==> src/rlee_pkg.sv <==
// rlee_pkg: shared types, constants and helper functions of the escaped run-length encoder
// used by rlee_outbuf and rle_escape_encoder_top; no dependencies
`default_nettype none

package rlee_pkg;

	localparam int WORD_BITS_DEF = 64;
	localparam int OUT_W         = 64;
	localparam int MAX_WORDS     = 6;
	localparam int CNT_W         = $clog2(MAX_WORDS + 1);
	localparam int CFG_ADDR_W    = 3;
	localparam int CFG_DATA_W    = 32;

	// register index within the config space
	localparam logic REG_SYMBOL_WIDTH = 1'b0;

	// symbol width codes
	localparam logic [1:0] WIDTH_8  = 2'd0;
	localparam logic [1:0] WIDTH_16 = 2'd1;
	localparam logic [1:0] WIDTH_32 = 2'd2;
	localparam logic [1:0] WIDTH_64 = 2'd3;

	localparam logic [OUT_W-1:0] ESC_8  = 64'h0;
	localparam logic [OUT_W-1:0] ESC_16 = 64'h7309;
	localparam logic [OUT_W-1:0] ESC_32 = 64'hfa217309;
	localparam logic [OUT_W-1:0] ESC_64 = 64'hd78e00fc9b3e7309;

	localparam logic [OUT_W-1:0] MIN_RUN = 64'd3;

	// words left by one run flush: up to one triple
	typedef struct packed {
		logic [1:0]                count;
		logic [2:0][OUT_W-1:0]     words;
	} flush_t;

	// words caused by one input item, first word at index 0
	typedef struct packed {
		logic [CNT_W-1:0]              count;
		logic [MAX_WORDS-1:0][OUT_W-1:0] words;
	} bundle_t;

	function automatic logic [OUT_W-1:0] esc_word(input logic [1:0] code);
		logic [OUT_W-1:0] w;
		unique case (code)
			WIDTH_8:  w = ESC_8;
			WIDTH_16: w = ESC_16;
			WIDTH_32: w = ESC_32;
			WIDTH_64: w = ESC_64;
			default:  w = ESC_8;
		endcase
		return w;
	endfunction

	function automatic logic [OUT_W-1:0] width_mask(input logic [1:0] code);
		logic [OUT_W-1:0] m;
		unique case (code)
			WIDTH_8:  m = 64'h0000_0000_0000_00ff;
			WIDTH_16: m = 64'h0000_0000_0000_ffff;
			WIDTH_32: m = 64'h0000_0000_ffff_ffff;
			WIDTH_64: m = 64'hffff_ffff_ffff_ffff;
			default:  m = 64'h0000_0000_0000_00ff;
		endcase
		return m;
	endfunction

	// closing a run: short plain runs go out as literals, the rest as a triple
	function automatic flush_t run_flush(
		input logic [OUT_W-1:0] sym,
		input logic [OUT_W-1:0] len,
		input logic [OUT_W-1:0] esc,
		input logic             open_run,
		input logic             escaped
	);
		flush_t f;
		f.count = '0;
		f.words = '0;
		if (open_run && len != '0) begin
			if (!escaped && sym != esc && len < MIN_RUN) begin
				f.count = len[1:0];
				f.words = {3{sym}};
			end else begin
				f.count    = 2'd3;
				f.words[0] = esc;
				f.words[1] = sym;
				f.words[2] = len;
			end
		end
		return f;
	endfunction

endpackage

`default_nettype wire

==> src/rlee_outbuf.sv <==
// rlee_outbuf: result buffer holding the words of one input item, drained one per transfer
// depends on rlee_pkg (bundle_t, MAX_WORDS)
`default_nettype none

module rlee_outbuf (
	input  logic                    clk,
	input  logic                    arst_n,
	input  logic                    load,
	input  rlee_pkg::bundle_t       load_bundle,
	output logic                    can_load,
	output logic                    out_valid,
	input  logic                    out_ready,
	output logic [rlee_pkg::OUT_W-1:0] out_word,
	output logic                    out_last
);
	import rlee_pkg::*;

	logic [MAX_WORDS-1:0][OUT_W-1:0] words_q;
	logic [CNT_W-1:0]                count_q;
	logic                            pop;

	assign out_valid = count_q != '0;
	assign pop       = out_valid && out_ready;
	assign out_word  = words_q[0];
	assign out_last  = count_q == CNT_W'(1);
	// free now, or freed by the transfer of the last word in this cycle
	assign can_load  = !out_valid || (out_last && out_ready);

	always_ff @(posedge clk or negedge arst_n) begin
		if (!arst_n) begin
			count_q <= '0;
		end else if (load) begin
			count_q <= load_bundle.count;
		end else if (pop) begin
			count_q <= count_q - CNT_W'(1);
		end
	end

	always_ff @(posedge clk) begin
		if (load) begin
			words_q <= load_bundle.words;
		end else if (pop) begin
			words_q <= {OUT_W'(0), words_q[MAX_WORDS-1:1]};
		end
	end

	assert property (@(posedge clk) disable iff (!arst_n) count_q <= CNT_W'(MAX_WORDS))
		else $error("outbuf holds more words than one item can cause");
	assert property (@(posedge clk) disable iff (!arst_n) load |-> can_load)
		else $error("outbuf loaded over words still waiting");
	assert property (@(posedge clk) disable iff (!arst_n)
		(out_valid && !out_ready && !load) |=> $stable(count_q))
		else $error("outbuf lost a word while stalled");

endmodule

`default_nettype wire

==> src/rle_escape_encoder_top.sv <==
// rle_escape_encoder_top: escaped run-length encoder, symbols of 8/16/32/64 bits
// depends on rlee_pkg and rlee_outbuf
//
// channel | direction | handshake             | payload
// --------+-----------+-----------------------+---------------------------
// in      | input     | in_valid / in_ready   | in_symbol[63:0], in_last
// out     | output    | out_valid / out_ready | out_word[63:0], out_last
// cfg     | input     | apb psel/penable      | paddr[2:0], pwdata, prdata
//
// one symbol per cycle: input register, then run compare/update into the result buffer
// an item that causes words (at most six) waits in the input register until the buffer
// has drained; each word leaves in its own transfer, so words bound the rate
// items that cause no word pass at one per cycle even while the output is stalled
// the first word passes the input register, then the result buffer, before it appears
// reset clears the width select and the open run; no clearing pass
`default_nettype none

module rle_escape_encoder_top #(
	parameter int WORD_BITS = rlee_pkg::WORD_BITS_DEF
) (
	input  logic                              clk,
	input  logic                              arst_n,
	input  logic                              in_valid,
	output logic                              in_ready,
	input  logic [rlee_pkg::OUT_W-1:0]        in_symbol,
	input  logic                              in_last,
	output logic                              out_valid,
	input  logic                              out_ready,
	output logic [rlee_pkg::OUT_W-1:0]        out_word,
	output logic                              out_last,
	input  logic                              psel,
	input  logic                              penable,
	input  logic                              pwrite,
	input  logic [rlee_pkg::CFG_ADDR_W-1:0]   paddr,
	input  logic [rlee_pkg::CFG_DATA_W-1:0]   pwdata,
	output logic [rlee_pkg::CFG_DATA_W-1:0]   prdata,
	output logic                              pready
);
	import rlee_pkg::*;

	// widest width code whose symbols fit in WORD_BITS
	localparam logic [1:0] CODE_MAX = (WORD_BITS >= 64) ? WIDTH_64 :
	                                  (WORD_BITS >= 32) ? WIDTH_32 :
	                                  (WORD_BITS >= 16) ? WIDTH_16 : WIDTH_8;

	logic [1:0]           width_code_q;
	logic                 cfg_write;

	logic                 valid_s1;
	logic [WORD_BITS-1:0] symbol_s1;
	logic                 last_s1;

	logic [WORD_BITS-1:0] run_symbol_q;
	logic [WORD_BITS-1:0] run_length_q;
	logic                 run_open_q;
	logic                 run_escaped_q;

	logic [1:0]           code_eff;
	logic [OUT_W-1:0]     mask64;
	logic [OUT_W-1:0]     esc64;
	logic [WORD_BITS-1:0] mask_k;
	logic [WORD_BITS-1:0] sym_k;
	logic [WORD_BITS-1:0] len_inc;
	logic                 match;
	logic                 capped;

	logic [WORD_BITS-1:0] post_symbol;
	logic [WORD_BITS-1:0] post_length;
	logic                 post_escaped;

	flush_t               flush_a;
	flush_t               flush_b;
	bundle_t              bundle;
	logic [CNT_W-1:0]     tail_idx;

	logic                 can_load;
	logic                 advance;

	// config port
	assign pready    = 1'b1;
	assign cfg_write = psel && penable && pwrite && pready && (paddr[2] == REG_SYMBOL_WIDTH);
	assign prdata    = (paddr[2] == REG_SYMBOL_WIDTH) ? CFG_DATA_W'(width_code_q) : '0;

	always_ff @(posedge clk or negedge arst_n) begin
		if (!arst_n) begin
			width_code_q <= WIDTH_8;
		end else if (cfg_write) begin
			width_code_q <= pwdata[1:0];
		end
	end

	// input register
	assign in_ready = !valid_s1 || advance;

	always_ff @(posedge clk or negedge arst_n) begin
		if (!arst_n) begin
			valid_s1 <= 1'b0;
		end else if (in_ready) begin
			valid_s1 <= in_valid;
		end
	end

	always_ff @(posedge clk) begin
		if (in_valid && in_ready) begin
			symbol_s1 <= in_symbol[WORD_BITS-1:0];
			last_s1   <= in_last;
		end
	end

	// run compare and update
	assign code_eff = (width_code_q > CODE_MAX) ? CODE_MAX : width_code_q;
	assign mask64   = width_mask(code_eff);
	assign esc64    = esc_word(code_eff);
	assign mask_k   = mask64[WORD_BITS-1:0];
	assign sym_k    = symbol_s1 & mask_k;
	assign len_inc  = run_length_q + WORD_BITS'(1);
	assign match    = run_open_q && (sym_k == run_symbol_q);
	assign capped   = match && (len_inc == mask_k);

	always_comb begin
		if (match) begin
			post_symbol  = run_symbol_q;
			post_length  = capped ? '0 : len_inc;
			post_escaped = run_escaped_q || capped;
			flush_a.count = capped ? 2'd3 : 2'd0;
			flush_a.words[0] = esc64;
			flush_a.words[1] = OUT_W'(sym_k);
			flush_a.words[2] = mask64;
		end else begin
			post_symbol  = sym_k;
			post_length  = WORD_BITS'(1);
			post_escaped = 1'b0;
			flush_a = run_flush(OUT_W'(run_symbol_q), OUT_W'(run_length_q), esc64,
			                    run_open_q, run_escaped_q);
		end
		flush_b = run_flush(OUT_W'(post_symbol), OUT_W'(post_length), esc64,
		                    1'b1, post_escaped);
		if (!last_s1) begin
			flush_b.count = 2'd0;
		end
	end

	// pack the closing run's or capped chunk's words, then the flushed run's words
	always_comb begin
		bundle.count = CNT_W'(flush_a.count) + CNT_W'(flush_b.count);
		tail_idx     = '0;
		for (int i = 0; i < MAX_WORDS; i++) begin
			tail_idx = CNT_W'(i) - CNT_W'(flush_a.count);
			if (CNT_W'(i) < CNT_W'(flush_a.count) && i < 3) begin
				bundle.words[i] = flush_a.words[i];
			end else if (tail_idx < CNT_W'(3)) begin
				bundle.words[i] = flush_b.words[tail_idx[1:0]];
			end else begin
				bundle.words[i] = '0;
			end
		end
	end

	assign advance = valid_s1 && (bundle.count == '0 || can_load);

	always_ff @(posedge clk or negedge arst_n) begin
		if (!arst_n) begin
			run_symbol_q  <= '0;
			run_length_q  <= '0;
			run_open_q    <= 1'b0;
			run_escaped_q <= 1'b0;
		end else if (cfg_write) begin
			run_symbol_q  <= '0;
			run_length_q  <= '0;
			run_open_q    <= 1'b0;
			run_escaped_q <= 1'b0;
		end else if (advance) begin
			if (last_s1) begin
				run_symbol_q  <= '0;
				run_length_q  <= '0;
				run_open_q    <= 1'b0;
				run_escaped_q <= 1'b0;
			end else begin
				run_symbol_q  <= post_symbol;
				run_length_q  <= post_length;
				run_open_q    <= 1'b1;
				run_escaped_q <= post_escaped;
			end
		end
	end

	rlee_outbuf u_outbuf (
		.clk         (clk),
		.arst_n      (arst_n),
		.load        (advance && bundle.count != '0),
		.load_bundle (bundle),
		.can_load    (can_load),
		.out_valid   (out_valid),
		.out_ready   (out_ready),
		.out_word    (out_word),
		.out_last    (out_last)
	);

	assert property (@(posedge clk) disable iff (!arst_n) run_length_q != mask_k)
		else $error("run length reached the cap without a capped triple");
	assert property (@(posedge clk) disable iff (!arst_n) run_escaped_q |-> run_open_q)
		else $error("capped flag set with no open run");
	assert property (@(posedge clk) disable iff (!arst_n) !run_open_q |-> run_length_q == '0)
		else $error("length left over from a closed run");
	assert property (@(posedge clk) disable iff (!arst_n)
		(advance && last_s1 && !cfg_write) |=> !run_open_q)
		else $error("run still open after a flushing item");

endmodule

`default_nettype wire

==> config.mk <==
export PLATFORM = sky130hd
export DESIGN_NAME = rle_escape_encoder_top
export DESIGN_NICKNAME = d
export VERILOG_FILES = /design/src/rlee_pkg.sv /design/src/rlee_outbuf.sv /design/src/rle_escape_encoder_top.sv
export SDC_FILE = /design/constraint.sdc
export NUM_CORES = 2
export LEC_CHECK = 0
export ABC_AREA = 1
export BUFFER_PORTS_ARGS = -buffer_cell sky130_fd_sc_hd__buf_2
export CORE_ASPECT_RATIO = 0.5
export CORE_MARGIN = 8
export CORE_UTILIZATION = 42
export DETAILED_ROUTE_END_ITERATION = 10
export GPL_TIMING_DRIVEN = 0
export SLEW_MARGIN = 20
export SYNTH_ARGS = -nofsm -noshare
export SYNTH_HDL_FRONTEND = slang
export SYNTH_HIERARCHICAL = 1
export SYNTH_SLANG_ARGS = --single-unit
==> constraint.sdc <==
create_clock -name clk -period 19 [get_ports clk]
set_input_delay 0 -clock clk [delete_from_list [all_inputs] [get_ports clk]]
set_output_delay 0 -clock clk [all_outputs]
set_load 0.01 [all_outputs]
==> impl_metrics.py <==
metrics = {
    "logic_synthesis": {
        "synth_area_sq_um": 40700,
        "synth_area_leaders": "edfxtp_1 33%, nand2_1 22%, dfrtp_1 8.4%",
        "yosys.area.top_type": "edfxtp_1",
        "syn_area_per_cell_sq_um": 6.98,
        "ys_types": 50,
        "yosys.area.top_type_share_pct": 33.1,
        "synth_warnings": 6,
        "ys_seq_area_share_pct": 41.4,
        "netlist_instances": 5840,
        "synth_seq_cells": 585,
    },
    "routing": {
        "wl_met1_um": 101000,
        "viasPerCell": 6.43,
        "drt_iter0_drc": 9285,
        "top_layer": "met5",
        "ant_nets": 0,
        "met2WireLength_um": 93500,
        "routed_wl_um": 252000,
        "via_count": 48200,
        "drtPass1Iterations": 7,
        "wl_met3_um": 44000,
        "post_drt_wl_per_cell_um": 33.7,
        "drc_errors": 0,
    },
    "worst_setup_path": {
        "slowest_delay_ns": 0.99,
        "worst_setup_path_start_kind": "register",
        "arrival_ns": 12.29,
        "cp_common_cell": "nand2_1",
        "end_kind": "register",
        "path_class": "register to register",
        "slowest_stage": "clkbuf_1",
        "critPathMaxFanout": 10,
        "reg2reg_depth": 33,
        "required_ns": 19.53,
    },
    "grt": {
        "grt_pass1_vias": 43700,
        "grt-ovfl-total": 0,
        "grt_pass1_wl_um": 338000,
        "track_usage_pct": 44.2,
        "grt_max_degree": 79,
        "antenna_found_initial": 12,
    },
    "timing": {
        "grt_setup_unrepaired": "false",
        "achievable-frequency_ghz": 0.0850,
        "finClkSkew_ns": 0.0373,
        "tightest_slew_ns": 1.30,
        "relSlewSlack_pct": 13.3,
        "tns_ns": 0,
        "period_share_pct": 61.9,
        "layout_min_cycle_time_ns": 11.77,
        "finalHoldViolations": 0,
        "finalSetupViolCount": 0,
        "report.final.slew_viol_count": 0,
    },
    "clock_network": {
        "cts.sinks": 585,
        "ctsRootBufferMaster": "clkbuf_16",
        "clk_pin_slew_worst_paths_ns": 0.08,
        "cts_tree": "built",
        "cts_buffers": 57,
        "post_cts_buffers": 0,
        "htreeDepth": 2,
        "clock_latency_ns": 0.71,
        "clockBufferDepth": 3,
    },
    "placed_design": {
        "portBuffers": 143,
        "place_hpwl_um": 207000,
        "place_congestion": 1.12,
    },
    "floorplan": {
        "ioPinCount": 207,
        "floorplan.rows": 80,
        "start_util_pct": 42.6,
        "dieWidth_um": 456,
        "die_h_um": 236,
        "die_area_sq_um": 108000,
        "coreArea_sq_um": 95700,
    },
    "worst_hold_path": {
        "worstHoldPathType": "input pin to register",
        "holdPathStages": 2,
    },
    "final_layout": {
        "nets": 6284,
        "synthToLayoutAreaGrowth_pct": 13.6,
        "n_fill_cell": 9561,
        "drive_above_1_share_pct": 9.97,
        "ff_latch_area_sq_um": 16900,
        "multi_input_area_sq_um": 19900,
    },
    "job": {
        "max-cap-violations": 0,
    },
    "pwr": {
        "p_total_mw": 6.32,
        "ir_drop_mv": 0.0941,
        "p_per_area_nw_per_um2": 136,
        "leakage_nw": 21.2,
    },
    "outcome": {
        "outcome": "finished, final reports clean",
    },
}
==> logic make-up after synthesis <==
group | synth area share [%]
AO/OA/AOI/OAI | 9.28
other | 0.0184
flip-flops | 41.4
AND/OR/NAND/NOR | 37.8
buffers and inverters | 10.0
XOR/XNOR | 1.01
adder cells (fa/ha/maj) | 0.418
==> state kept, by name, summed over array words and instances, names as in the netlist <==
register and cells:
u_outbuf/out_word 64, run_symbol_q 64, symbol_s1 64, last_s1 1, run_open_q 1, u_outbuf/count_q 3
valid_s1 1, run_length_q 64, width_code_q 2, run_escaped_q 1, u_outbuf/words_q 320
==> Yosys cell counts, drive strengths merged <==
cell and number:
o211ai 70, xnor2 1, clkinv 4, clkbuf 163, xor2 41, nor4 32
a41oi 2, a211oi 7, dfrtp 136, and3b 1, edfxtp 449, a221oi 1
xnor3 1, o21ai 212, nor2 449, nor4b 1, ha 12, or2 2
a21oi 213, o22ai 152, nand2 2366, and2 4, conb 2, nand3b 4
buf 305, o2111ai 1, fa 1, nand4 262, or3 1, nand3 499
nor3 21, inv 416, o32ai 3, o41ai 2, o21a 4
==> path summary, 6_finish.rpt <==
| path | end | from | slack (ns) |
|---|---|---|---|
| setup reg to reg | run_symbol_q[1] | width_code_q[1] | 7.23 |
| hold / removal | symbol_s1[9] | in_symbol[9] | 0.001 |
| min in group asynchronous | run_length_q[38] | arst_n | 0.46 |
| hold reg to reg | u_outbuf/words_q[290] | u_outbuf/words_q[354] | 0.50 |
| max in group asynchronous | run_symbol_q[18] | arst_n | 17.99 |
| setup / recovery | run_symbol_q[1] | width_code_q[1] | 7.23 |
==> stage by stage <==
| step | utilization [%] | hold WS (ns) | area (sq um) | instances | setup WS [ns] |
|---|---|---|---|---|---|
| 6_report | 48.4 | 0.00141 | 46300 | 7490 | 7.23 |
| 3_3_place_gp | 45.1 | 0.176 | 43200 | 7283 | -1.55 |
| 5_1_grt | 48.4 | 0.0270 | 46300 | 7482 | 7.63 |
| 3_5_place_dp | 45.4 | 0.00393 | 43500 | 7295 | 8.52 |
| 4_1_cts | 48.3 | 0.000451 | 46300 | 7482 | 8.48 |
| 2_1_floorplan | - | -0.296 | 40900 | 5869 | 5.45 |
==> cells in the final DEF, fill, tap and decap left out, types with 80 or more instances in the layout <==
cell type | netlist | routed
nand2_1 | 2345 | 2344
nand3_1 | 499 | 499
edfxtp_1 | 449 | 449
nor2_1 | 398 | 396
inv_1 | 383 | 382
nand4_1 | 262 | 262
buf_2 | 102 | 246
a21oi_1 | 211 | 210
o21ai_0 | 203 | 203
clkbuf_1 | 163 | 165
o22ai_1 | 152 | 152
dfrtp_1 | 136 | 136
buf_4 | 111 | 111
dlygate4sd3_1 | 0 | 80
==> where the power goes <==
part	switching (mW)	total (mW)	internal (mW)
combinational	2.11	2.82	0.712
clock	0.589	1.26	0.675
sequential	0.228	2.23	2.00
total	2.92	6.32	3.39
==> final cells by class <==
class	count	share of cell area (%)
flip-flops and latches	585	36.5
clock buffers	73	3.48
clock inverters	33	0.776
multi-input cells	4396	43.1
diodes	8	0.0432
inverters	420	3.41
well taps	1271	3.43
plain buffers	468	5.43
repair buffers	236	3.90
==> what timing repair did <==
action / CTS / global route
hold endpoints to repair: 222 / 0
resized for setup: 0 / 0
hold buffers: 81 / 0
==> critical path: cells and delay by family (launching register included) <==
kind | cells | cell delay, ns
and+or+nand+nor | 22 | 6.69
buffers and inverters | 6 | 2.95
adders and majority gates | 2 | 0.81
xor gates and xnor gates | 1 | 0.44
AOI/OAI and AO/OA | 2 | 0.34
DFF | 1 | 0.33
==> layer usage <==
layer | GRT usage, % | up-vias
li1 | - | 20000
met1 | 60.5 | 23300
met2 | 58.1 | 4258
met3 | 21.7 | 688
met4 | 18.5 | 4
met5 | 1.58 | -
Power figures use the tool's default switching activity.
